<file path="src/hw/rtl/etns_pkg.sv">
// ----------------------------------------------------------------------------
// etns_pkg
// Shared constants, codes and types of the entity table nearest search block.
// ----------------------------------------------------------------------------
package etns_pkg;

   // Table geometry.
   localparam int MAX_ENTITIES = 16;
   localparam int MAX_RESULTS  = 16;
   localparam int SLOT_W       = $clog2(MAX_ENTITIES);
   localparam int CNT_W        = $clog2(MAX_ENTITIES + 1);
   localparam int HITS_W       = $clog2(MAX_RESULTS + 1);

   // Field widths.
   localparam int CMD_W        = 2;
   localparam int STATUS_W     = 3;
   localparam int KEY_W        = 32;
   localparam int BYTE_W       = 8;
   localparam int REACH_W      = 9;
   localparam int DIST_W       = 17;
   localparam int LIMIT_W      = 18;
   localparam int SLOT_FIELD_W = 4;

   typedef enum logic [CMD_W-1:0] {
      CMD_UPDATE  = 2'd0,
      CMD_NEAREST = 2'd1,
      CMD_RANGE   = 2'd2,
      CMD_NONE    = 2'd3
   } cmd_type;

   typedef enum logic [STATUS_W-1:0] {
      ST_UPDATED  = 3'd0,
      ST_INSERTED = 3'd1,
      ST_FULL     = 3'd2,
      ST_MATCH    = 3'd3,
      ST_NO_MATCH = 3'd4,
      ST_UNKNOWN  = 3'd5
   } status_type;

   typedef logic [SLOT_W-1:0] slot_type;

   typedef struct packed {
      logic [KEY_W-1:0]  key;
      logic [BYTE_W-1:0] kind;
      logic [BYTE_W-1:0] x;
      logic [BYTE_W-1:0] y;
      logic              alive;
   } entry_type;

   typedef struct packed {
      cmd_type            cmd;
      logic [KEY_W-1:0]   key;
      logic [BYTE_W-1:0]  kind;
      logic [BYTE_W-1:0]  pos_x;
      logic [BYTE_W-1:0]  pos_y;
      logic               alive;
      logic [REACH_W-1:0] reach;
   } req_type;

   typedef struct packed {
      status_type              status;
      logic [SLOT_FIELD_W-1:0] slot;
      logic [KEY_W-1:0]        hit_key;
      logic [BYTE_W-1:0]       hit_kind;
      logic [BYTE_W-1:0]       hit_x;
      logic [BYTE_W-1:0]       hit_y;
      logic [DIST_W-1:0]       dist_sq;
      logic                    last;
   } rsp_type;

   // Commands from the controller to the datapath.
   typedef struct packed {
      logic     flush;    // new beat accepted: latch it and clear search state
      logic     rd_en;    // read the table at rd_addr
      slot_type rd_addr;
      logic     consume;  // evaluate the entry in the read register
      logic     scan;     // 0 during key lookup, 1 during distance scan
      logic     finish;   // issue the closing result
   } ctl_cmd_type;

   // Status from the datapath to the controller.
   typedef struct packed {
      cmd_type cmd;
      logic    q_vld;
      logic    q_last;
      logic    stall;
      logic    hits_full;
      logic    found;
      logic    out_free;
   } dp_stat_type;

   // Low bits of a slot number as carried in the result's slot field.
   function automatic logic [SLOT_FIELD_W-1:0] slot_field(input slot_type idx);
      logic [SLOT_W+SLOT_FIELD_W-1:0] ext;
      ext = {{SLOT_FIELD_W{1'b0}}, idx};
      return ext[SLOT_FIELD_W-1:0];
   endfunction

endpackage

</file>
<file path="src/hw/rtl/etns_req_if.sv">
// ----------------------------------------------------------------------------
// etns_req_if
// Request channel: valid/ready handshake carrying one command beat.
// ----------------------------------------------------------------------------
interface etns_req_if;
   import etns_pkg::*;

   logic               valid;
   logic               ready;
   logic [CMD_W-1:0]   cmd;
   logic [KEY_W-1:0]   key;
   logic [BYTE_W-1:0]  kind;
   logic [BYTE_W-1:0]  pos_x;
   logic [BYTE_W-1:0]  pos_y;
   logic               alive;
   logic [REACH_W-1:0] reach;

   modport source (output valid, cmd, key, kind, pos_x, pos_y, alive, reach,
                   input ready);
   modport sink (input valid, cmd, key, kind, pos_x, pos_y, alive, reach,
                 output ready);
endinterface

</file>
<file path="src/hw/rtl/etns_rsp_if.sv">
// ----------------------------------------------------------------------------
// etns_rsp_if
// Response channel: valid/ready handshake carrying one result beat.
// ----------------------------------------------------------------------------
interface etns_rsp_if;
   import etns_pkg::*;

   logic                    valid;
   logic                    ready;
   logic [STATUS_W-1:0]     status;
   logic [SLOT_FIELD_W-1:0] slot;
   logic [KEY_W-1:0]        hit_key;
   logic [BYTE_W-1:0]       hit_kind;
   logic [BYTE_W-1:0]       hit_x;
   logic [BYTE_W-1:0]       hit_y;
   logic [DIST_W-1:0]       dist_sq;
   logic                    last;

   modport source (output valid, status, slot, hit_key, hit_kind, hit_x, hit_y,
                   dist_sq, last, input ready);
   modport sink (input valid, status, slot, hit_key, hit_kind, hit_x, hit_y,
                 dist_sq, last, output ready);
endinterface

</file>
<file path="src/hw/rtl/entity_table_nearest_search_top.sv">
// Each request runs to its closing result before the next request is accepted;
// range hits leave during the scan, which stalls while a range result waits on the
// response side. The table memory has one read port, scanned once for the key and
// once more for distances.
// Reset: slot valid bits clear at once; table contents stay undefined, no clear pass.
// ----------------------------------------------------------------------------
// entity_table_nearest_search_top
// Entity table with update/insert, nearest query and range query.
// ----------------------------------------------------------------------------
module entity_table_nearest_search_top (
   input  logic   clock,
   input  logic   reset,
   etns_req_if.sink   req_bus,
   etns_rsp_if.source rsp_bus
);
   import etns_pkg::*;

   // The request beat is unpacked into one struct for the datapath, which
   // latches it on the accepting edge. Only the command code goes to the
   // controller so that it can drop the unused command without a pass.
   req_type     req_data;
   rsp_type     rsp_data;
   ctl_cmd_type ctl;
   dp_stat_type stat;
   logic        req_ready;
   logic        rsp_valid;

   always_comb begin
      req_data.cmd   = cmd_type'(req_bus.cmd);
      req_data.key   = req_bus.key;
      req_data.kind  = req_bus.kind;
      req_data.pos_x = req_bus.pos_x;
      req_data.pos_y = req_bus.pos_y;
      req_data.alive = req_bus.alive;
      req_data.reach = req_bus.reach;
   end

   // The controller walks the table: a key lookup pass, then for queries a
   // distance scan pass, then one closing result. It only sequences; every
   // value lives in the datapath.
   etns_ctrl u_ctrl (
      .clock     (clock),
      .reset     (reset),
      .req_valid (req_bus.valid),
      .req_cmd   (req_data.cmd),
      .req_ready (req_ready),
      .stat      (stat),
      .ctl       (ctl)
   );

   // The datapath holds the entity memory, the valid bits, the distance unit
   // and the response output register, which lets a result beat wait for the
   // sink while a range scan goes on to the next hit.
   etns_dp u_dp (
      .clock     (clock),
      .reset     (reset),
      .req_data  (req_data),
      .ctl       (ctl),
      .stat      (stat),
      .rsp_valid (rsp_valid),
      .rsp_ready (rsp_bus.ready),
      .rsp_data  (rsp_data)
   );

   assign req_bus.ready    = req_ready;
   assign rsp_bus.valid    = rsp_valid;
   assign rsp_bus.status   = rsp_data.status;
   assign rsp_bus.slot     = rsp_data.slot;
   assign rsp_bus.hit_key  = rsp_data.hit_key;
   assign rsp_bus.hit_kind = rsp_data.hit_kind;
   assign rsp_bus.hit_x    = rsp_data.hit_x;
   assign rsp_bus.hit_y    = rsp_data.hit_y;
   assign rsp_bus.dist_sq  = rsp_data.dist_sq;
   assign rsp_bus.last     = rsp_data.last;

endmodule

</file>
<file path="src/hw/rtl/etns_ctrl.sv">
// ----------------------------------------------------------------------------
// etns_ctrl
// Sequencer: key lookup pass, distance scan pass and closing result.
// ----------------------------------------------------------------------------
module etns_ctrl (
   input  logic                   clock,
   input  logic                   reset,
   input  logic                   req_valid,
   input  etns_pkg::cmd_type      req_cmd,
   output logic                   req_ready,
   input  etns_pkg::dp_stat_type  stat,
   output etns_pkg::ctl_cmd_type  ctl
);
   import etns_pkg::*;

   typedef enum logic [1:0] {S_IDLE, S_LOOK, S_SCAN, S_FINISH} state_type;

   state_type          state_ff, state_in;
   logic [CNT_W-1:0]   iss_ff, iss_in;
   logic               scanning;
   logic               halt;
   logic               accept;

   always_comb begin
      scanning  = (state_ff == S_LOOK) || (state_ff == S_SCAN);
      // A range scan that has collected its full quota of hits stops at once.
      halt      = stat.stall || ((state_ff == S_SCAN) && stat.hits_full);
      accept    = (state_ff == S_IDLE) && req_valid;
      req_ready = (state_ff == S_IDLE);

      ctl.flush   = accept;
      ctl.rd_en   = scanning && (iss_ff < CNT_W'(MAX_ENTITIES)) && !halt;
      ctl.rd_addr = iss_ff[SLOT_W-1:0];
      ctl.consume = scanning && stat.q_vld && !halt;
      ctl.scan    = (state_ff == S_SCAN);
      ctl.finish  = (state_ff == S_FINISH) && stat.out_free;

      state_in = state_ff;
      iss_in   = ctl.rd_en ? iss_ff + CNT_W'(1) : iss_ff;

      case (state_ff)
         S_IDLE: begin
            iss_in = '0;
            if (accept && (req_cmd != CMD_NONE)) begin
               state_in = S_LOOK;
            end
         end
         S_LOOK: begin
            if (ctl.consume && stat.q_last) begin
               iss_in = '0;
               if ((stat.cmd == CMD_UPDATE) || !stat.found) begin
                  state_in = S_FINISH;
               end else begin
                  state_in = S_SCAN;
               end
            end
         end
         S_SCAN: begin
            if (stat.hits_full || (ctl.consume && stat.q_last)) begin
               state_in = S_FINISH;
            end
         end
         S_FINISH: begin
            if (stat.out_free) begin
               state_in = S_IDLE;
            end
         end
         default: begin
            state_in = S_IDLE;
         end
      endcase
   end

   always_ff @(posedge clock) begin
      if (reset) begin
         state_ff <= S_IDLE;
         iss_ff   <= '0;
      end else begin
         state_ff <= state_in;
         iss_ff   <= iss_in;
      end
   end

endmodule

</file>
<file path="src/hw/rtl/etns_dp.sv">
// ----------------------------------------------------------------------------
// etns_dp
// Datapath: entity memory, slot valid bits, distance unit, best/pending hit
// register and the response output register.
// ----------------------------------------------------------------------------
module etns_dp (
   input  logic                   clock,
   input  logic                   reset,
   input  etns_pkg::req_type      req_data,
   input  etns_pkg::ctl_cmd_type  ctl,
   output etns_pkg::dp_stat_type  stat,
   output logic                   rsp_valid,
   input  logic                   rsp_ready,
   output etns_pkg::rsp_type      rsp_data
);
   import etns_pkg::*;

   // Entity memory and its registered read port.
   entry_type               mem_ff [MAX_ENTITIES];
   entry_type               q_ff;
   slot_type                q_idx_ff;
   logic                    q_vld_ff, q_vld_in;
   logic [MAX_ENTITIES-1:0] valid_ff, valid_in;

   // Latched request.
   req_type                 cur_ff;
   logic [LIMIT_W-1:0]      limit_ff;

   // Lookup results.
   logic                    found_ff, found_in;
   slot_type                found_idx_ff, found_idx_in;
   logic [BYTE_W-1:0]       seek_x_ff, seek_x_in;
   logic [BYTE_W-1:0]       seek_y_ff, seek_y_in;
   logic                    free_ff, free_in;
   slot_type                free_idx_ff, free_idx_in;

   // Best hit for a nearest query, pending hit for a range query.
   logic                    have_ff, have_in;
   slot_type                hold_idx_ff, hold_idx_in;
   entry_type               hold_ent_ff, hold_ent_in;
   logic [DIST_W-1:0]       hold_d2_ff, hold_d2_in;
   logic [HITS_W-1:0]       hits_ff, hits_in;

   // Output register.
   logic                    rsp_vld_ff, rsp_vld_in;
   rsp_type                 rsp_ff, rsp_in;

   logic                    slot_ok;
   logic                    look_hit;
   logic                    cand;
   logic [BYTE_W-1:0]       adx, ady;
   logic [DIST_W-1:0]       d2;
   logic                    range_hit;
   logic                    better;
   logic                    out_free;
   logic                    stall;
   logic                    look_step;
   logic                    scan_step;
   logic                    push_mid;
   logic                    push;
   logic                    wr_en;
   slot_type                wr_idx;

   always_comb begin
      slot_ok  = valid_ff[q_idx_ff];
      look_hit = q_vld_ff && slot_ok && (q_ff.key == cur_ff.key);
      cand     = q_vld_ff && slot_ok && q_ff.alive && (q_idx_ff != found_idx_ff);

      adx = (q_ff.x >= seek_x_ff) ? q_ff.x - seek_x_ff : seek_x_ff - q_ff.x;
      ady = (q_ff.y >= seek_y_ff) ? q_ff.y - seek_y_ff : seek_y_ff - q_ff.y;
      d2  = DIST_W'(adx) * DIST_W'(adx) + DIST_W'(ady) * DIST_W'(ady);

      range_hit = cand && (cur_ff.cmd == CMD_RANGE) && ({1'b0, d2} <= limit_ff);
      better    = cand && (cur_ff.cmd == CMD_NEAREST) && (!have_ff || (d2 < hold_d2_ff));
      out_free  = !rsp_vld_ff || rsp_ready;
      // A new range hit can only displace the pending one into a free output.
      stall     = ctl.scan && range_hit && have_ff && !out_free;

      look_step = ctl.consume && !ctl.scan;
      scan_step = ctl.consume && ctl.scan;
      push_mid  = scan_step && range_hit && have_ff;
      push      = push_mid || ctl.finish;

      wr_en  = ctl.finish && (cur_ff.cmd == CMD_UPDATE) && (found_ff || free_ff);
      wr_idx = found_ff ? found_idx_ff : free_idx_ff;

      stat.cmd       = cur_ff.cmd;
      stat.q_vld     = q_vld_ff;
      stat.q_last    = (q_idx_ff == SLOT_W'(MAX_ENTITIES - 1));
      stat.stall     = stall;
      stat.hits_full = (hits_ff == HITS_W'(MAX_RESULTS));
      stat.found     = found_ff || (look_step && look_hit);
      stat.out_free  = out_free;
   end

   // Search state next values.
   always_comb begin
      q_vld_in     = ctl.rd_en || (q_vld_ff && !ctl.consume && !ctl.flush);
      valid_in     = valid_ff;
      found_in     = found_ff;
      found_idx_in = found_idx_ff;
      seek_x_in    = seek_x_ff;
      seek_y_in    = seek_y_ff;
      free_in      = free_ff;
      free_idx_in  = free_idx_ff;
      have_in      = have_ff;
      hold_idx_in  = hold_idx_ff;
      hold_ent_in  = hold_ent_ff;
      hold_d2_in   = hold_d2_ff;
      hits_in      = hits_ff;

      if (ctl.flush) begin
         found_in = 1'b0;
         free_in  = 1'b0;
         have_in  = 1'b0;
         hits_in  = '0;
      end
      if (look_step) begin
         if (look_hit && !found_ff) begin
            found_in     = 1'b1;
            found_idx_in = q_idx_ff;
            seek_x_in    = q_ff.x;
            seek_y_in    = q_ff.y;
         end
         if (!slot_ok && !free_ff) begin
            free_in     = 1'b1;
            free_idx_in = q_idx_ff;
         end
      end
      if (scan_step && (better || range_hit)) begin
         have_in     = 1'b1;
         hold_idx_in = q_idx_ff;
         hold_ent_in = q_ff;
         hold_d2_in  = d2;
      end
      if (scan_step && range_hit) begin
         hits_in = hits_ff + HITS_W'(1);
      end
      if (wr_en) begin
         valid_in[wr_idx] = 1'b1;
      end
   end

   // Result selection.
   always_comb begin
      rsp_vld_in = push || (rsp_vld_ff && !rsp_ready);
      rsp_in     = rsp_ff;
      if (push) begin
         rsp_in = '{status: ST_NO_MATCH, slot: '0, hit_key: '0, hit_kind: '0,
                    hit_x: '0, hit_y: '0, dist_sq: '0, last: 1'b1};
         if (push_mid) begin
            rsp_in.status   = ST_MATCH;
            rsp_in.slot     = slot_field(hold_idx_ff);
            rsp_in.hit_key  = hold_ent_ff.key;
            rsp_in.hit_kind = hold_ent_ff.kind;
            rsp_in.hit_x    = hold_ent_ff.x;
            rsp_in.hit_y    = hold_ent_ff.y;
            rsp_in.dist_sq  = hold_d2_ff;
            rsp_in.last     = 1'b0;
         end else begin
            case (cur_ff.cmd)
               CMD_UPDATE: begin
                  if (found_ff) begin
                     rsp_in.status = ST_UPDATED;
                     rsp_in.slot   = slot_field(found_idx_ff);
                  end else if (free_ff) begin
                     rsp_in.status = ST_INSERTED;
                     rsp_in.slot   = slot_field(free_idx_ff);
                  end else begin
                     rsp_in.status = ST_FULL;
                  end
               end
               default: begin
                  if (!found_ff) begin
                     rsp_in.status = ST_UNKNOWN;
                  end else if (have_ff) begin
                     rsp_in.status   = ST_MATCH;
                     rsp_in.slot     = slot_field(hold_idx_ff);
                     rsp_in.hit_key  = hold_ent_ff.key;
                     rsp_in.hit_kind = hold_ent_ff.kind;
                     rsp_in.hit_x    = hold_ent_ff.x;
                     rsp_in.hit_y    = hold_ent_ff.y;
                     rsp_in.dist_sq  = hold_d2_ff;
                  end
               end
            endcase
         end
      end
   end

   // Memory: one write port, one registered read port.
   always_ff @(posedge clock) begin
      if (wr_en) begin
         mem_ff[wr_idx] <= '{key: cur_ff.key, kind: cur_ff.kind, x: cur_ff.pos_x,
                             y: cur_ff.pos_y, alive: cur_ff.alive};
      end
      if (ctl.rd_en) begin
         q_ff     <= mem_ff[ctl.rd_addr];
         q_idx_ff <= ctl.rd_addr;
      end
   end

   // Payload registers.
   always_ff @(posedge clock) begin
      if (ctl.flush) begin
         cur_ff <= req_data;
      end
      limit_ff     <= LIMIT_W'(cur_ff.reach) * LIMIT_W'(cur_ff.reach);
      found_idx_ff <= found_idx_in;
      seek_x_ff    <= seek_x_in;
      seek_y_ff    <= seek_y_in;
      free_idx_ff  <= free_idx_in;
      hold_idx_ff  <= hold_idx_in;
      hold_ent_ff  <= hold_ent_in;
      hold_d2_ff   <= hold_d2_in;
      rsp_ff       <= rsp_in;
   end

   // Control registers.
   always_ff @(posedge clock) begin
      if (reset) begin
         q_vld_ff   <= 1'b0;
         valid_ff   <= '0;
         found_ff   <= 1'b0;
         free_ff    <= 1'b0;
         have_ff    <= 1'b0;
         hits_ff    <= '0;
         rsp_vld_ff <= 1'b0;
      end else begin
         q_vld_ff   <= q_vld_in;
         valid_ff   <= valid_in;
         found_ff   <= found_in;
         free_ff    <= free_in;
         have_ff    <= have_in;
         hits_ff    <= hits_in;
         rsp_vld_ff <= rsp_vld_in;
      end
   end

   assign rsp_valid = rsp_vld_ff;
   assign rsp_data  = rsp_ff;

`ifndef NO_ASSERTIONS
   a_push_room: assert property (@(posedge clock) disable iff (reset)
      push |-> out_free)
      else $error("result pushed into an occupied output register");

   a_insert_free: assert property (@(posedge clock) disable iff (reset)
      (wr_en && !found_ff) |-> !valid_ff[wr_idx])
      else $error("insert overwrote a valid slot");

   a_hits_bound: assert property (@(posedge clock) disable iff (reset)
      hits_ff <= HITS_W'(MAX_RESULTS))
      else $error("range hit count beyond the result limit");

   a_found_valid: assert property (@(posedge clock) disable iff (reset)
      found_ff |=> (!found_ff || valid_ff[found_idx_ff]))
      else $error("seeker slot is not valid");
`endif

endmodule

</file>
<file path="src/flat_wrapper.sv">
// flat-port wrapper written by rule: the top's interface ports become plain ports
module entity_table_nearest_search_top_flat import etns_pkg::*;
  (clock, reset, req_bus_valid, req_bus_cmd, req_bus_key, req_bus_kind, req_bus_pos_x, req_bus_pos_y, req_bus_alive, req_bus_reach, req_bus_ready, rsp_bus_valid, rsp_bus_status, rsp_bus_slot, rsp_bus_hit_key, rsp_bus_hit_kind, rsp_bus_hit_x, rsp_bus_hit_y, rsp_bus_dist_sq, rsp_bus_last, rsp_bus_ready);
  etns_req_if req_bus_i ();
  etns_rsp_if rsp_bus_i ();
  input  logic clock;
  input  logic reset;
  input wire logic [$bits(req_bus_i.valid)-1:0] req_bus_valid;
  input wire logic [$bits(req_bus_i.cmd)-1:0] req_bus_cmd;
  input wire logic [$bits(req_bus_i.key)-1:0] req_bus_key;
  input wire logic [$bits(req_bus_i.kind)-1:0] req_bus_kind;
  input wire logic [$bits(req_bus_i.pos_x)-1:0] req_bus_pos_x;
  input wire logic [$bits(req_bus_i.pos_y)-1:0] req_bus_pos_y;
  input wire logic [$bits(req_bus_i.alive)-1:0] req_bus_alive;
  input wire logic [$bits(req_bus_i.reach)-1:0] req_bus_reach;
  output wire logic [$bits(req_bus_i.ready)-1:0] req_bus_ready;
  output wire logic [$bits(rsp_bus_i.valid)-1:0] rsp_bus_valid;
  output wire logic [$bits(rsp_bus_i.status)-1:0] rsp_bus_status;
  output wire logic [$bits(rsp_bus_i.slot)-1:0] rsp_bus_slot;
  output wire logic [$bits(rsp_bus_i.hit_key)-1:0] rsp_bus_hit_key;
  output wire logic [$bits(rsp_bus_i.hit_kind)-1:0] rsp_bus_hit_kind;
  output wire logic [$bits(rsp_bus_i.hit_x)-1:0] rsp_bus_hit_x;
  output wire logic [$bits(rsp_bus_i.hit_y)-1:0] rsp_bus_hit_y;
  output wire logic [$bits(rsp_bus_i.dist_sq)-1:0] rsp_bus_dist_sq;
  output wire logic [$bits(rsp_bus_i.last)-1:0] rsp_bus_last;
  input wire logic [$bits(rsp_bus_i.ready)-1:0] rsp_bus_ready;
  assign req_bus_i.valid = req_bus_valid;
  assign req_bus_i.cmd = req_bus_cmd;
  assign req_bus_i.key = req_bus_key;
  assign req_bus_i.kind = req_bus_kind;
  assign req_bus_i.pos_x = req_bus_pos_x;
  assign req_bus_i.pos_y = req_bus_pos_y;
  assign req_bus_i.alive = req_bus_alive;
  assign req_bus_i.reach = req_bus_reach;
  assign req_bus_ready = req_bus_i.ready;
  assign rsp_bus_valid = rsp_bus_i.valid;
  assign rsp_bus_status = rsp_bus_i.status;
  assign rsp_bus_slot = rsp_bus_i.slot;
  assign rsp_bus_hit_key = rsp_bus_i.hit_key;
  assign rsp_bus_hit_kind = rsp_bus_i.hit_kind;
  assign rsp_bus_hit_x = rsp_bus_i.hit_x;
  assign rsp_bus_hit_y = rsp_bus_i.hit_y;
  assign rsp_bus_dist_sq = rsp_bus_i.dist_sq;
  assign rsp_bus_last = rsp_bus_i.last;
  assign rsp_bus_i.ready = rsp_bus_ready;
  entity_table_nearest_search_top u_core (.clock(clock), .reset(reset), .req_bus(req_bus_i), .rsp_bus(rsp_bus_i));
endmodule
</file>
<file path="config.mk">
export PLATFORM = sky130hd
export DESIGN_NAME = entity_table_nearest_search_top_flat
export DESIGN_NICKNAME = d
export VERILOG_FILES = /design/src/hw/rtl/etns_pkg.sv /design/src/hw/rtl/etns_req_if.sv /design/src/hw/rtl/etns_rsp_if.sv /design/src/hw/rtl/entity_table_nearest_search_top.sv /design/src/hw/rtl/etns_ctrl.sv /design/src/hw/rtl/etns_dp.sv /design/src/flat_wrapper.sv
export SDC_FILE = /design/constraint.sdc
export NUM_CORES = 1
export LEC_CHECK = 0
export ABC_AREA = 0
export BUFFER_PORTS_ARGS = -buffer_cell sky130_fd_sc_hd__buf_2
export CORE_MARGIN = 2
export CORE_UTILIZATION = 50
export CTS_CLUSTER_SIZE = 28
export DETAILED_ROUTE_END_ITERATION = 10
export PLACE_DENSITY = 0.69
export SLEW_MARGIN = 10
export SYNTH_ARGS = -nofsm -noshare
export SYNTH_HDL_FRONTEND = slang
export SYNTH_HIERARCHICAL = 1
export SYNTH_SLANG_ARGS = --single-unit
</file>
<file path="constraint.sdc">
create_clock -name clock -period 12.3 [get_ports clock]
set_input_delay 0.615 -clock clock [delete_from_list [all_inputs] [get_ports clock]]
set_output_delay 0.615 -clock clock [all_outputs]
set_load 0.005 [all_outputs]
</file>
==> metrics.txt <==
Post-synth ARST share 0; Clock transition at path regs 0.06 ns; routed len/inst 25.6 um; CP Launch Type flip-flop; Layout Cells excl Fill 4652; worst clock skew between 0.03 and 0.04 ns; Slew @ Worst Pin 1.14 ns; Critical Path Start u_core/u_dp/q_ff[1]; critical path's most frequent cell fa_1; initial antenna violation count 5; grt ovf 0; Req. time, crit path 12.70 ns; Slew Viols, Final 0; DRT Pass-1 Iters 6; post-route ant nets 0; area grow syn2layout 12.8%; number of flops mapped to enable cells by yosys 1223; Mapped Nets 3250; Die Span Y roughly 330 um; Root Buffer Master clkbuf_16; delay-heaviest family, CP adder cells; global-route wire length before repair 178000 um; Cell Area, Synth 54300 sq um; Tcrit/Tclk final 0.945; Die Span X 334 um; post-synth cell types 75; largest net degree at the start of global routing 111; Setup Crit Path Kind reg2reg; GRT Resource Usage Total 0.217; syn_area_per_cell 18.7 sq um; CTS Hold Bufs 0; Nets ~3500; DRT iter0 DRCs about 2700; worst r2r src u_core/u_dp/q_ff[1]; register area share after synthesis 0.695; TritonCTS clock tree done; DR vias/cell 5.83; #FFs+latches synth 1273; DR vias 27100; Slowest-stage cell, CP fa_1; Area contributors post-synth edfxtp_1 (68%), mux4_2 (12%), fa_1 (4.2%), ha_1 (3.6%), inv_1 (1.9%); Worst Path Arrival 12.03 ns; drt total wl 119000 um; synthesized instance count between 2000 and 3000; critical path peak fanout 29; Ys Warns 6; number of global-route vias before repair 28200; CTS buffer count 131; GP Congestion 0.845; row cnt between 100 and 150; CP max stage delay 0.57 ns; die area 111000 sq um; final core occ 0.571; final setup margin 0.675 ns; Crit. End Element flip-flop; HPWL Detailed 67600 um; Min-Delay Path Class in2reg; critical hold path startpoint req_bus_key[8]; pre-CTS WS 0.353 ns; Clock Sinks ~1300; post-layout minimum cycle time 11.63 ns; core box area between 100000 and 150000 sq um; input/output buffers 154; Worst slew margin 0.235; final hold slack between 0.05 and 0.06 ns; # IOs between 150 and 200; area leader, netlist edfxtp_1; DR DRC count 0; Starting Density 0.506; Main synth FF type edfxtp_1; outcome finished, final reports clean; clk buf depth 3; final setup violating endpoints 0; H-tree level count 4; filler cell count approximately 7800; worst path buffer plus inverter count 7; Final Hold Fails 0; layout cell share with drive strength beyond 1 0.228; placed instance count 4414; max-cap check violation count 0; post-synth top area share 0.676; f_max 86.0 MHz; Worst-Skew Late Latency 0.73 ns
## sequential cells by signal (all words and copies together) (netlist names), 16 cells and up
register and count:
u_core/u_dp/mem_ff 912, u_core/u_dp/rsp_data 81, u_core/u_dp/cur_ff 66, u_core/u_dp/q_ff 57
u_core/u_dp/hold_ent_ff 56, u_core/u_dp/hold_d2_ff 17, u_core/u_dp/limit_ff 17, u_core/u_dp/valid_ff 16
## path summary, 6_finish.rpt
path / slack, ns / cells past startpoint / endpoint
worst min register to register: 0.42 / 0 / u_core/u_dp/hold_ent_ff[23]
worst min-delay path: 0.06 / 1 / u_core/u_dp/cur_ff[42]
worst max register to register: 0.67 / 42 / u_core/u_dp/rsp_data[29]
worst max-delay path: 0.67 / 42 / u_core/u_dp/rsp_data[29]
## synth_stat cells, types with 10 or more instances
cell,instances
fa_1,114
a21oi_1,51
buf_4,10
clkbuf_1,59
nor2b_1,15
or2_2,10
xor2_1,42
and2_1,103
mux4_2,290
o21ai_0,23
buf_1,23
inv_1,270
nand2b_1,15
dfxtp_1,50
a21o_1,19
ha_1,156
nand2_1,64
nand3_1,19
edfxtp_1,1223
xnor2_1,41
a211oi_1,15
mux2i_1,13
nor2_1,133
## repair_timing
action,CTS,global route
setup endpoints to repair,0,141
gates resized for setup,0,8
setup buffers,0,2
## per-layer routing
layer | global-route usage | up-vias | wire [um] | part of all wire
met2 | 0.369 | 1016 | 60500 | 0.51
li1 | - | 11700 | - | -
met1 | 0.291 | 14300 | 47700 | 0.40
met4 | 0.0647 | 6 | 2900 | 0.024
met5 | 0 | - | 41 | 0.00034
met3 | 0.0360 | 181 | 7840 | 0.066
## metrics by stage
| step | setup TNS, ns | instance area, sq um |
|---|---|---|
| 6_report | 0 | 61300 |
| 5_1_grt | -0.226 | 61300 |
| 4_1_cts | 0 | 61200 |
| 3_5_place_dp | 0 | 57000 |
| 3_3_place_gp | 0 | 57000 |
| 2_1_floorplan | 0 | 54300 |
## placed cells by master (no fill, tap or decap), drive strengths merged, types with 17 or more instances in the layout
cell type	n
edfxtp	1223
mux4	290
inv	274
buf	207
clkbuf	176
ha	156
nor2	133
fa	114
and2	103
nand2	64
a21oi	52
dfxtp	50
clkinv	44
xor2	42
xnor2	41
o21ai	27
nand3	19
a21o	19
a211oi	17
## cell type report
class	count	area, sq um	share of cell area
Sequential cell	1273	37700	0.616
Multi-Input combinational cell	1263	15300	0.250
Clock buffer	175	3670	0.0600
Tap cell	1403	1760	0.0287
Timing Repair Buffer	208	1230	0.0200
Inverter	270	1010	0.0165
Clock inverter	57	536	0.00874
Antenna cell	3	7.51	0.000123
## cell families (layout without fill, tap and decap cells)
kind of cell | Yosys count | in the layout | synth area share
muxes | 306 | 306 | 0.123
other | 0 | 3 | 0
xor gates and xnor gates | 83 | 83 | 0.0134
DFF | 1273 | 1273 | 0.695
adders and majority gates | 270 | 270 | 0.0780
AOI/OAI and AO/OA | 192 | 192 | 0.0253
and+or+nand+nor | 412 | 412 | 0.0385
buffers and inverters | 372 | 710 | 0.0268
Power is not shown: default switching activity piles up to over one toggle a cycle in this logic, so the estimate is an artifact.
